$ cat src/hw/rtl/mvsc_pkg.sv
// Package: shared types, constants and conversion functions of the vertex stream checker.
package mvsc_pkg;

  localparam int unsigned NormalOffset         = 12;
  localparam int unsigned TexcoordOffsetWide   = 24;
  localparam int unsigned TexcoordOffsetNarrow = 20;
  localparam logic [7:0]  WideStrideMin        = 8'd32;
  localparam logic [7:0]  MinStride            = 8'd12;
  localparam logic [15:0] RestartIndex         = 16'hFFFF;
  localparam logic [7:0]  NormalNeed           = 8'(NormalOffset + 8);
  localparam logic [7:0]  TexNeedWide          = 8'(TexcoordOffsetWide + 8);
  localparam logic [7:0]  TexNeedNarrow        = 8'(TexcoordOffsetNarrow + 8);

  typedef enum logic [2:0] {
    RegVertexTotal = 3'd0,
    RegIndexTotal  = 3'd1,
    RegStride      = 3'd2,
    RegVertexStart = 3'd3,
    RegIndexStart  = 3'd4,
    RegBufferBytes = 3'd5
  } reg_idx_e;

  typedef enum logic [1:0] {
    KindVertex = 2'd0,
    KindIndex  = 2'd1,
    KindMin    = 2'd2,
    KindMax    = 2'd3
  } kind_e;

  typedef enum logic [1:0] {
    StOk       = 2'd0,
    StBadDesc  = 2'd1,
    StNonFinite = 2'd2,
    StIndexRange = 2'd3
  } status_e;

  typedef struct packed {
    logic [1:0]  kind;
    logic [1:0]  status;
    logic [31:0] word_0;
    logic [31:0] word_1;
    logic [31:0] word_2;
    logic [31:0] word_3;
    logic [31:0] word_4;
    logic [15:0] index_out;
    logic        normal_present;
    logic        texcoord_present;
    logic        run_end;
  } result_t;

  // Convert binary16 to binary32, normalizing subnormals with a priority encoder.
  function automatic logic [31:0] half_to_single(input logic [15:0] h);
    logic       sgn;
    logic [4:0] ex;
    logic [9:0] man;
    logic [3:0] lz;
    logic [9:0] sh;
    logic [7:0] ex32;
    sgn = h[15];
    ex  = h[14:10];
    man = h[9:0];
    lz  = 4'd0;
    for (int i = 0; i < 10; i++) begin
      if (man[i]) lz = 4'(9 - i);
    end
    sh   = 10'(man << (lz + 4'd1));
    ex32 = 8'(113 - 1) - 8'(lz);
    if (ex == 5'd0) begin
      if (man == 10'd0) half_to_single = {sgn, 31'd0};
      else half_to_single = {sgn, ex32, sh, 13'd0};
    end else if (ex == 5'h1F) begin
      half_to_single = {sgn, 8'hFF, man, 13'd0};
    end else begin
      half_to_single = {sgn, 8'({3'd0, ex} + 8'd112), man, 13'd0};
    end
  endfunction

  // Order key: unsigned compare of keys matches float compare, zeros equal.
  function automatic logic [31:0] order_key(input logic [31:0] b);
    if (b[30:0] == 31'd0) order_key = 32'h8000_0000;
    else if (b[31]) order_key = ~b;
    else order_key = b | 32'h8000_0000;
  endfunction

endpackage

$ cat src/hw/rtl/mvsc_desc_check.sv
// Descriptor check: flag that the configured descriptor is invalid.
module mvsc_desc_check
  import mvsc_pkg::*;
(
  input  logic [16:0] vertex_total_i,
  input  logic [23:0] index_total_i,
  input  logic [7:0]  record_stride_i,
  input  logic [31:0] vertex_start_i,
  input  logic [31:0] index_start_i,
  input  logic [31:0] buffer_bytes_i,
  output logic        bad_o
);
  logic [24:0] vspan;
  logic [32:0] vend;
  logic [32:0] iend;

  // Flag a stride below the minimum, a zero count, or either buffer end, taken without wrap, beyond the buffer size.
  always_comb begin
    vspan = {8'd0, vertex_total_i} * {17'd0, record_stride_i};
    vend  = {1'b0, vertex_start_i} + {8'd0, vspan};
    iend  = {1'b0, index_start_i} + {8'd0, index_total_i, 1'b0};
    bad_o = (record_stride_i < MinStride) || (vertex_total_i == '0) ||
            (index_total_i == '0) || (vend > {1'b0, buffer_bytes_i}) ||
            (iend > {1'b0, buffer_bytes_i});
  end
endmodule

$ cat src/hw/rtl/mesh_vertex_stream_checker_core.sv
// Top level: vertex/index stream checker with bounds tracking and half-to-float normals.
// One item is accepted per cycle while the input is not stalled; a vertex or plain index item
// yields one result in the next cycle, and a final index item yields three (index, minima,
// maxima), holding the input off while the bounds results drain from the output register.
// Status is sticky; the descriptor check works on the current configuration, so items
// may follow a configuration write in the very next cycle.
module mesh_vertex_stream_checker_core
  import mvsc_pkg::*;
(
  input  logic        clk_i,
  input  logic        rst_ni,
  input  logic        cfg_valid_i,
  output logic        cfg_ready_o,
  input  logic [2:0]  cfg_index_i,
  input  logic [31:0] cfg_data_i,
  input  logic        in_valid_i,
  output logic        in_stall_o,
  input  logic        op_i,
  input  logic [31:0] pos_x_i,
  input  logic [31:0] pos_y_i,
  input  logic [31:0] pos_z_i,
  input  logic [15:0] norm_x_i,
  input  logic [15:0] norm_y_i,
  input  logic [15:0] norm_z_i,
  input  logic [31:0] tex_u_i,
  input  logic [31:0] tex_v_i,
  input  logic [15:0] index_word_i,
  input  logic        final_item_i,
  output logic        out_valid_o,
  input  logic        out_stall_i,
  output logic [1:0]  kind_o,
  output logic [1:0]  status_o,
  output logic [31:0] word_0_o,
  output logic [31:0] word_1_o,
  output logic [31:0] word_2_o,
  output logic [31:0] word_3_o,
  output logic [31:0] word_4_o,
  output logic [15:0] index_out_o,
  output logic        normal_present_o,
  output logic        texcoord_present_o,
  output logic        run_end_o
);
  logic [16:0] vertex_total_q;
  logic [23:0] index_total_q;
  logic [7:0]  record_stride_q;
  logic [31:0] vertex_start_q;
  logic [31:0] index_start_q;
  logic [31:0] buffer_bytes_q;
  logic        desc_bad;

  logic [31:0] min_q [3];
  logic [31:0] max_q [3];
  logic [31:0] min_d [3];
  logic [31:0] max_d [3];
  logic        started_q, started_d;
  logic [1:0]  err_q, err_d;
  logic [1:0]  pend_q, pend_d;   // bounds results still to emit
  logic [31:0] bmin_q [3];
  logic [31:0] bmax_q [3];
  result_t     res_q, res_d;
  logic        ovalid_q, ovalid_d;
  logic        in_acc, out_free;
  logic        np, tp;
  logic [31:0] p [3];
  logic        fin;

  assign cfg_ready_o = 1'b1;

  // Write configuration registers.
  always_ff @(posedge clk_i or negedge rst_ni) begin
    if (!rst_ni) begin
      vertex_total_q <= '0; index_total_q <= '0; record_stride_q <= '0;
      vertex_start_q <= '0; index_start_q <= '0; buffer_bytes_q <= '0;
    end else if (cfg_valid_i) begin
      unique case (cfg_index_i)
        RegVertexTotal: vertex_total_q  <= cfg_data_i[16:0];
        RegIndexTotal:  index_total_q   <= cfg_data_i[23:0];
        RegStride:      record_stride_q <= cfg_data_i[7:0];
        RegVertexStart: vertex_start_q  <= cfg_data_i;
        RegIndexStart:  index_start_q   <= cfg_data_i;
        RegBufferBytes: buffer_bytes_q  <= cfg_data_i;
        default: ;
      endcase
    end
  end

  mvsc_desc_check u_desc (
    .vertex_total_i (vertex_total_q),
    .index_total_i  (index_total_q),
    .record_stride_i(record_stride_q),
    .vertex_start_i (vertex_start_q),
    .index_start_i  (index_start_q),
    .buffer_bytes_i (buffer_bytes_q),
    .bad_o          (desc_bad)
  );

  assign np = record_stride_q >= NormalNeed;
  assign tp = record_stride_q >= ((record_stride_q >= WideStrideMin) ? TexNeedWide
                                                                     : TexNeedNarrow);
  assign out_free   = !ovalid_q || !out_stall_i;
  assign in_stall_o = !out_free || (pend_q != 2'd0);
  assign in_acc     = in_valid_i && !in_stall_o;
  assign p[0] = pos_x_i;
  assign p[1] = pos_y_i;
  assign p[2] = pos_z_i;
  assign fin  = op_i && final_item_i;

  // Compute next state and the result of the accepted item.
  always_comb begin
    logic [1:0] e;
    logic       finite;
    min_d = min_q; max_d = max_q; started_d = started_q; err_d = err_q;
    pend_d = pend_q; ovalid_d = ovalid_q; res_d = res_q;
    e = err_q;
    finite = 1'b0;
    if (out_free) ovalid_d = 1'b0;
    if (out_free && pend_q != 2'd0) begin
      ovalid_d = 1'b1;
      res_d = '0;
      res_d.status = err_q;
      res_d.normal_present = np;
      res_d.texcoord_present = tp;
      if (pend_q == 2'd2) begin
        res_d.kind = KindMin;
        res_d.word_0 = bmin_q[0]; res_d.word_1 = bmin_q[1]; res_d.word_2 = bmin_q[2];
      end else begin
        res_d.kind = KindMax;
        res_d.run_end = 1'b1;
        res_d.word_0 = bmax_q[0]; res_d.word_1 = bmax_q[1]; res_d.word_2 = bmax_q[2];
      end
      pend_d = pend_q - 2'd1;
    end else if (in_acc) begin
      if (e == StOk && desc_bad) e = StBadDesc;
      res_d = '0;
      res_d.normal_present = np;
      res_d.texcoord_present = tp;
      if (!op_i) begin
        finite = (p[0][30:23] != 8'hFF) && (p[1][30:23] != 8'hFF) &&
                 (p[2][30:23] != 8'hFF);
        if (finite) begin
          for (int i = 0; i < 3; i++) begin
            if (!started_q) begin
              min_d[i] = p[i]; max_d[i] = p[i];
            end else begin
              if (order_key(p[i]) < order_key(min_q[i])) min_d[i] = p[i];
              if (order_key(p[i]) > order_key(max_q[i])) max_d[i] = p[i];
            end
          end
          started_d = 1'b1;
        end else if (e == StOk) begin
          e = StNonFinite;
        end
        res_d.kind = KindVertex;
        if (np) begin
          res_d.word_0 = half_to_single(norm_x_i);
          res_d.word_1 = half_to_single(norm_y_i);
          res_d.word_2 = half_to_single(norm_z_i);
        end
        if (tp) begin
          res_d.word_3 = tex_u_i;
          res_d.word_4 = tex_v_i;
        end
      end else begin
        if (e == StOk && index_word_i != RestartIndex &&
            {1'b0, index_word_i} >= vertex_total_q) e = StIndexRange;
        res_d.kind = KindIndex;
        res_d.index_out = index_word_i;
        if (final_item_i) begin
          pend_d = 2'd2;
          started_d = 1'b0;
          for (int i = 0; i < 3; i++) begin
            min_d[i] = '0; max_d[i] = '0;
          end
        end
      end
      res_d.status = e;
      err_d = e;
      ovalid_d = 1'b1;
    end
  end

  // Hold state: running bounds, sticky status, pending bounds results and output valid.
  always_ff @(posedge clk_i or negedge rst_ni) begin
    if (!rst_ni) begin
      for (int i = 0; i < 3; i++) begin
        min_q[i] <= '0; max_q[i] <= '0;
      end
      started_q <= 1'b0;
      err_q     <= StOk;
      pend_q    <= '0;
      ovalid_q  <= 1'b0;
    end else begin
      min_q     <= min_d;
      max_q     <= max_d;
      started_q <= started_d;
      err_q     <= err_d;
      pend_q    <= pend_d;
      ovalid_q  <= ovalid_d;
    end
  end

  // Register the result and capture the box at the final item; payload needs no reset.
  always_ff @(posedge clk_i) begin
    res_q <= res_d;
    if (in_acc && fin) begin
      for (int i = 0; i < 3; i++) begin
        bmin_q[i] <= started_q ? min_q[i] : '0;
        bmax_q[i] <= started_q ? max_q[i] : '0;
      end
    end
  end

  assign out_valid_o        = ovalid_q;
  assign kind_o             = res_q.kind;
  assign status_o           = res_q.status;
  assign word_0_o           = res_q.word_0;
  assign word_1_o           = res_q.word_1;
  assign word_2_o           = res_q.word_2;
  assign word_3_o           = res_q.word_3;
  assign word_4_o           = res_q.word_4;
  assign index_out_o        = res_q.index_out;
  assign normal_present_o   = res_q.normal_present;
  assign texcoord_present_o = res_q.texcoord_present;
  assign run_end_o          = res_q.run_end;

`ifndef SYNTH
  // Sticky status never returns to ok once set.
  a_sticky: assert property (@(posedge clk_i) disable iff (!rst_ni)
    (err_q != StOk) |=> (err_q != StOk)) else $error("status cleared");
  // No input accepted while bounds results drain.
  a_drain: assert property (@(posedge clk_i) disable iff (!rst_ni)
    (pend_q != 2'd0) |-> !in_acc) else $error("accept during drain");
  // Run end only on a maxima result.
  a_end: assert property (@(posedge clk_i) disable iff (!rst_ni)
    (out_valid_o && run_end_o) |-> (kind_o == KindMax)) else $error("bad run end");
`endif
endmodule

$ cat config.mk
export PLATFORM = sky130hd
export DESIGN_NAME = mesh_vertex_stream_checker_core
export DESIGN_NICKNAME = d
export VERILOG_FILES = /design/src/hw/rtl/mvsc_pkg.sv /design/src/hw/rtl/mvsc_desc_check.sv /design/src/hw/rtl/mesh_vertex_stream_checker_core.sv
export SDC_FILE = /design/constraint.sdc
export NUM_CORES = 2
export LEC_CHECK = 0
export BUFFER_PORTS_ARGS = -buffer_cell sky130_fd_sc_hd__buf_2
export CORE_ASPECT_RATIO = 1.75
export CORE_MARGIN = 2
export CORE_UTILIZATION = 33
export DETAILED_ROUTE_END_ITERATION = 8
export HOLD_SLACK_MARGIN = 0.12
export SLEW_MARGIN = 0
export SYNTH_ARGS = -nofsm -noshare
export SYNTH_HDL_FRONTEND = slang
export SYNTH_HIERARCHICAL = 1
export SYNTH_SLANG_ARGS = --single-unit
$ cat constraint.sdc
create_clock -name clk_i -period 10.75 [get_ports clk_i]
set_clock_uncertainty 0.05 [all_clocks]
set_input_delay 1.6125 -clock clk_i [delete_from_list [all_inputs] [get_ports clk_i]]
set_output_delay 1.6125 -clock clk_i [all_outputs]
set_load 0.005 [all_outputs]
==> impl_metrics.toml <==
[outcome]
status = "completed"

[synth]
async_reset_ff_share_pct = 47.8
synth_area_per_cell_um2 = 10.4
yosysWarnings = 6
synthCells = 4426
synth_ff_type = "dfrtp_1"
syn-cell-area_um2 = 46200
ys_seq_elements = 718
syn-num-nets = 5155
synth.yosys.seq_area_share_pct = 41.2
synth_enable_flop_cells = 295
synth_cell_types = 95

[floorplanning]
initial_core_util_pct = 33.3
die_h_um = 499
die_area_um2 = 143000
coreArea_um2 = 139000
ios = 452
die_w_um = 287
fp-row-count = 181

[sta]
worst_slew_pin_slew_ns = 1.07
drv_slew = 0
period_share_pct = 80.2
fmax_ghz = 0.116
slew_headroom_pct = 26.6
setup_violations = 0
grt_setup_unrepaired = "false"
final.setup.tns_ns = 0
post-route-min-period_ns = 8.63
hold_viol_final = 0
hold_ws_ns = 0.421

[grt]
antenna_found_initial = 49
grt_pass1_vias = 36200
grt.total_usage_pct = 20.9
grt-ovfl-total = 0
grt_max_degree = 124
grt_first_pass_wirelength_mm = 226

[route]
vias = 35400
wl_per_cell_um = 22.7
drc = 0
antenna_left = 0
drtIter0Drc = 2042
viasPerCell = 5.29
first_pass_iters = 8
wl_mm = 152

[cts]
path_clk_slew_ns = 0.06
clock_sinks = 718
hold_buffers = 0
post_cts_buffers = 0
cts-buffers-inserted = 77
cts_buffer_depth = 3
post_cts_resized = 0
htree_levels = 3
clkLatencyLatePin_ns = 0.70
cts_root_buf = "clkbuf_16"
cts_tree = "yes"

[cells_and_area]
layout.area.seq_um2 = 19000
area_growth_pct = 15.0
multiInputGateArea_um2 = 25400
drive_gt1_share_pct = 16.6
fin_util_pct = 38.2
fillers = 13800
stdcell_count = 6702
nets = 5519

[worst_setup_path]
cp_slowest_stage_delay_ns = 0.81
path_common_cell = "fa_1"
slowest_stage = "dfrtp_1"
crit_arrival_ns = 9.09
critPathLaunchType = "register"
cp_max_fo = 20
critPathCaptureType = "register"
crit_family = "compound AO/OA/AOI/OAI gates"
worstPathRequired_ns = 11.21
cp_num_buf_inv = 3
path_class = "register to register"

[placed_design]
io_buffers = 450
hpwl_mm = 116
place_inst = 6541
gp_congestion = 0.939

[power_and_ir_drop]
ir_worst_vdd_mv = 0.344
powerDensity_nw_per_um2 = 323
p_leak_nw = 24.0

[min_path]
worst_hold_path_type = "register to register"

[job]
cap_violations = 0
==> cells by family (layout without fill, tap and decap cells) <==
family | after synthesis | in the layout | share of synthesized area, %
XOR/XNOR | 343 | 343 | 6.50
flip-flops | 718 | 718 | 41.2
buffers and inverters | 478 | 907 | 4.02
AO/OA/AOI/OAI | 790 | 790 | 12.2
adder cells (fa/ha/maj) | 463 | 463 | 14.4
multiplexers | 313 | 313 | 7.36
AND/OR/NAND/NOR | 1320 | 1320 | 14.4
other | 1 | 18 | 0.00811
==> cell usage after synthesis, types with 129 or more instances <==
cell type  count  area [µm²]
a21oi_1      164         821
a22o_1       208        1820
and2_1       295        1850
clkbuf_1     160         601
dfrtp_1      343        8580
edfxtp_1     295        8860
ha_1         349        4370
inv_1        263         987
mux2_2       129        1450
nand2_1      374        1400
nor2_1       250         938
xnor2_1      135        1180
xor2_1       208        1820
==> worst paths after layout <==
check	start	to	slack, ns	depth (start not counted)
setup / recovery	record_stride_q[2]$_DFFE_PN0P_	status_o[0]$_DFFE_PP_	2.12	29
hold / removal	word_4_o[8]$_SDFFE_PP0P_	word_4_o[8]$_SDFFE_PP0P_	0.42	1
setup reg to reg	record_stride_q[2]$_DFFE_PN0P_	status_o[0]$_DFFE_PP_	2.12	29
hold reg to reg	word_4_o[8]$_SDFFE_PP0P_	word_4_o[8]$_SDFFE_PP0P_	0.42	1
max in group asynchronous	rst_ni	min_q[50]$_DFFE_PN0P_	7.77	3
min in group asynchronous	rst_ni	max_q[10]$_DFFE_PN0P_	0.77	1
==> registers in the layout, indices dropped and copies added, names as in the netlist, 24 cells and up <==
| name | count |
|---|---|
| bmax_q | 96 |
| bmin_q | 96 |
| buffer_bytes_q | 32 |
| index_start_q | 32 |
| index_total_q | 24 |
| max_q | 96 |
| min_q | 96 |
| vertex_start_q | 32 |
| word_0_o | 32 |
| word_1_o | 32 |
| word_2_o | 32 |
| word_3_o | 32 |
| word_4_o | 32 |
==> routing by layer <==
layer / wire length, µm / part of all wire [%] / up-vias / GRT usage [%]
met3: 9040 / 5.9 / 321 / 3.74
met5: 246 / 0.16 / - / 0
met2: 78200 / 52 / 1043 / 38.1
met4: 7950 / 5.2 / 36 / 11.0
met1: 56400 / 37 / 17600 / 22.8
li1: - / - / 16500 / -
==> worst register-to-register path: cells and delay by family (launching register included) <==
kind                       cells  cell delay [ns]
adders and majority gates      6             2.73
xor gates and xnor gates       1             0.17
DFF                            1             0.81
AOI/OAI and AO/OA             14             2.99
and+or+nand+nor                5             1.54
buffers and inverters          3             0.16
==> where the power goes <==
part	internal, mW	switching, mW
Clock	1.70	1.23
Sequential	3.73	0.804
Combinational	4.23	5.50
Total	9.66	7.54
==> area by class of cell <==
class | count | area share (%)
well taps | 1830 | 4.31
diodes | 17 | 0.0800
repair buffers | 495 | 4.89
clock buffers | 97 | 4.02
multi-input cells | 3230 | 47.8
inverters | 268 | 1.92
clock inverters | 47 | 1.17
flip-flops and latches | 718 | 35.8
==> per-stage QoR <==
step | area (µm²) | total power, mW | setup WS [ns]
2_1_floorplan | 46200 | 11.3 | 3.13
3_3_place_gp | 50400 | 14.1 | 2.27
3_5_place_dp | 50400 | 14.3 | 2.24
4_1_cts | 53100 | 17.4 | 2.20
5_1_grt | 53100 | 18.7 | 1.80
6_report | 53200 | 17.2 | 2.12
==> cells in the final DEF (no fill, tap or decap), types with 88 or more instances in the layout <==
| cell type | instances |
|---|---|
| xnor2_1 | 135 |
| nor2_1 | 247 |
| mux2_2 | 129 |
| and2_1 | 295 |
| buf_2 | 449 |
| fa_1 | 114 |
| edfxtp_1 | 295 |
| xor2_1 | 208 |
| mux2i_1 | 117 |
| ha_1 | 348 |
| a21oi_1 | 164 |
| inv_1 | 262 |
| nand2_1 | 374 |
| a22o_1 | 208 |
| dfrtp_1 | 342 |
| nor4_1 | 88 |
| o21ai_0 | 113 |
Note: power is estimated with default switching activity, not from simulation.
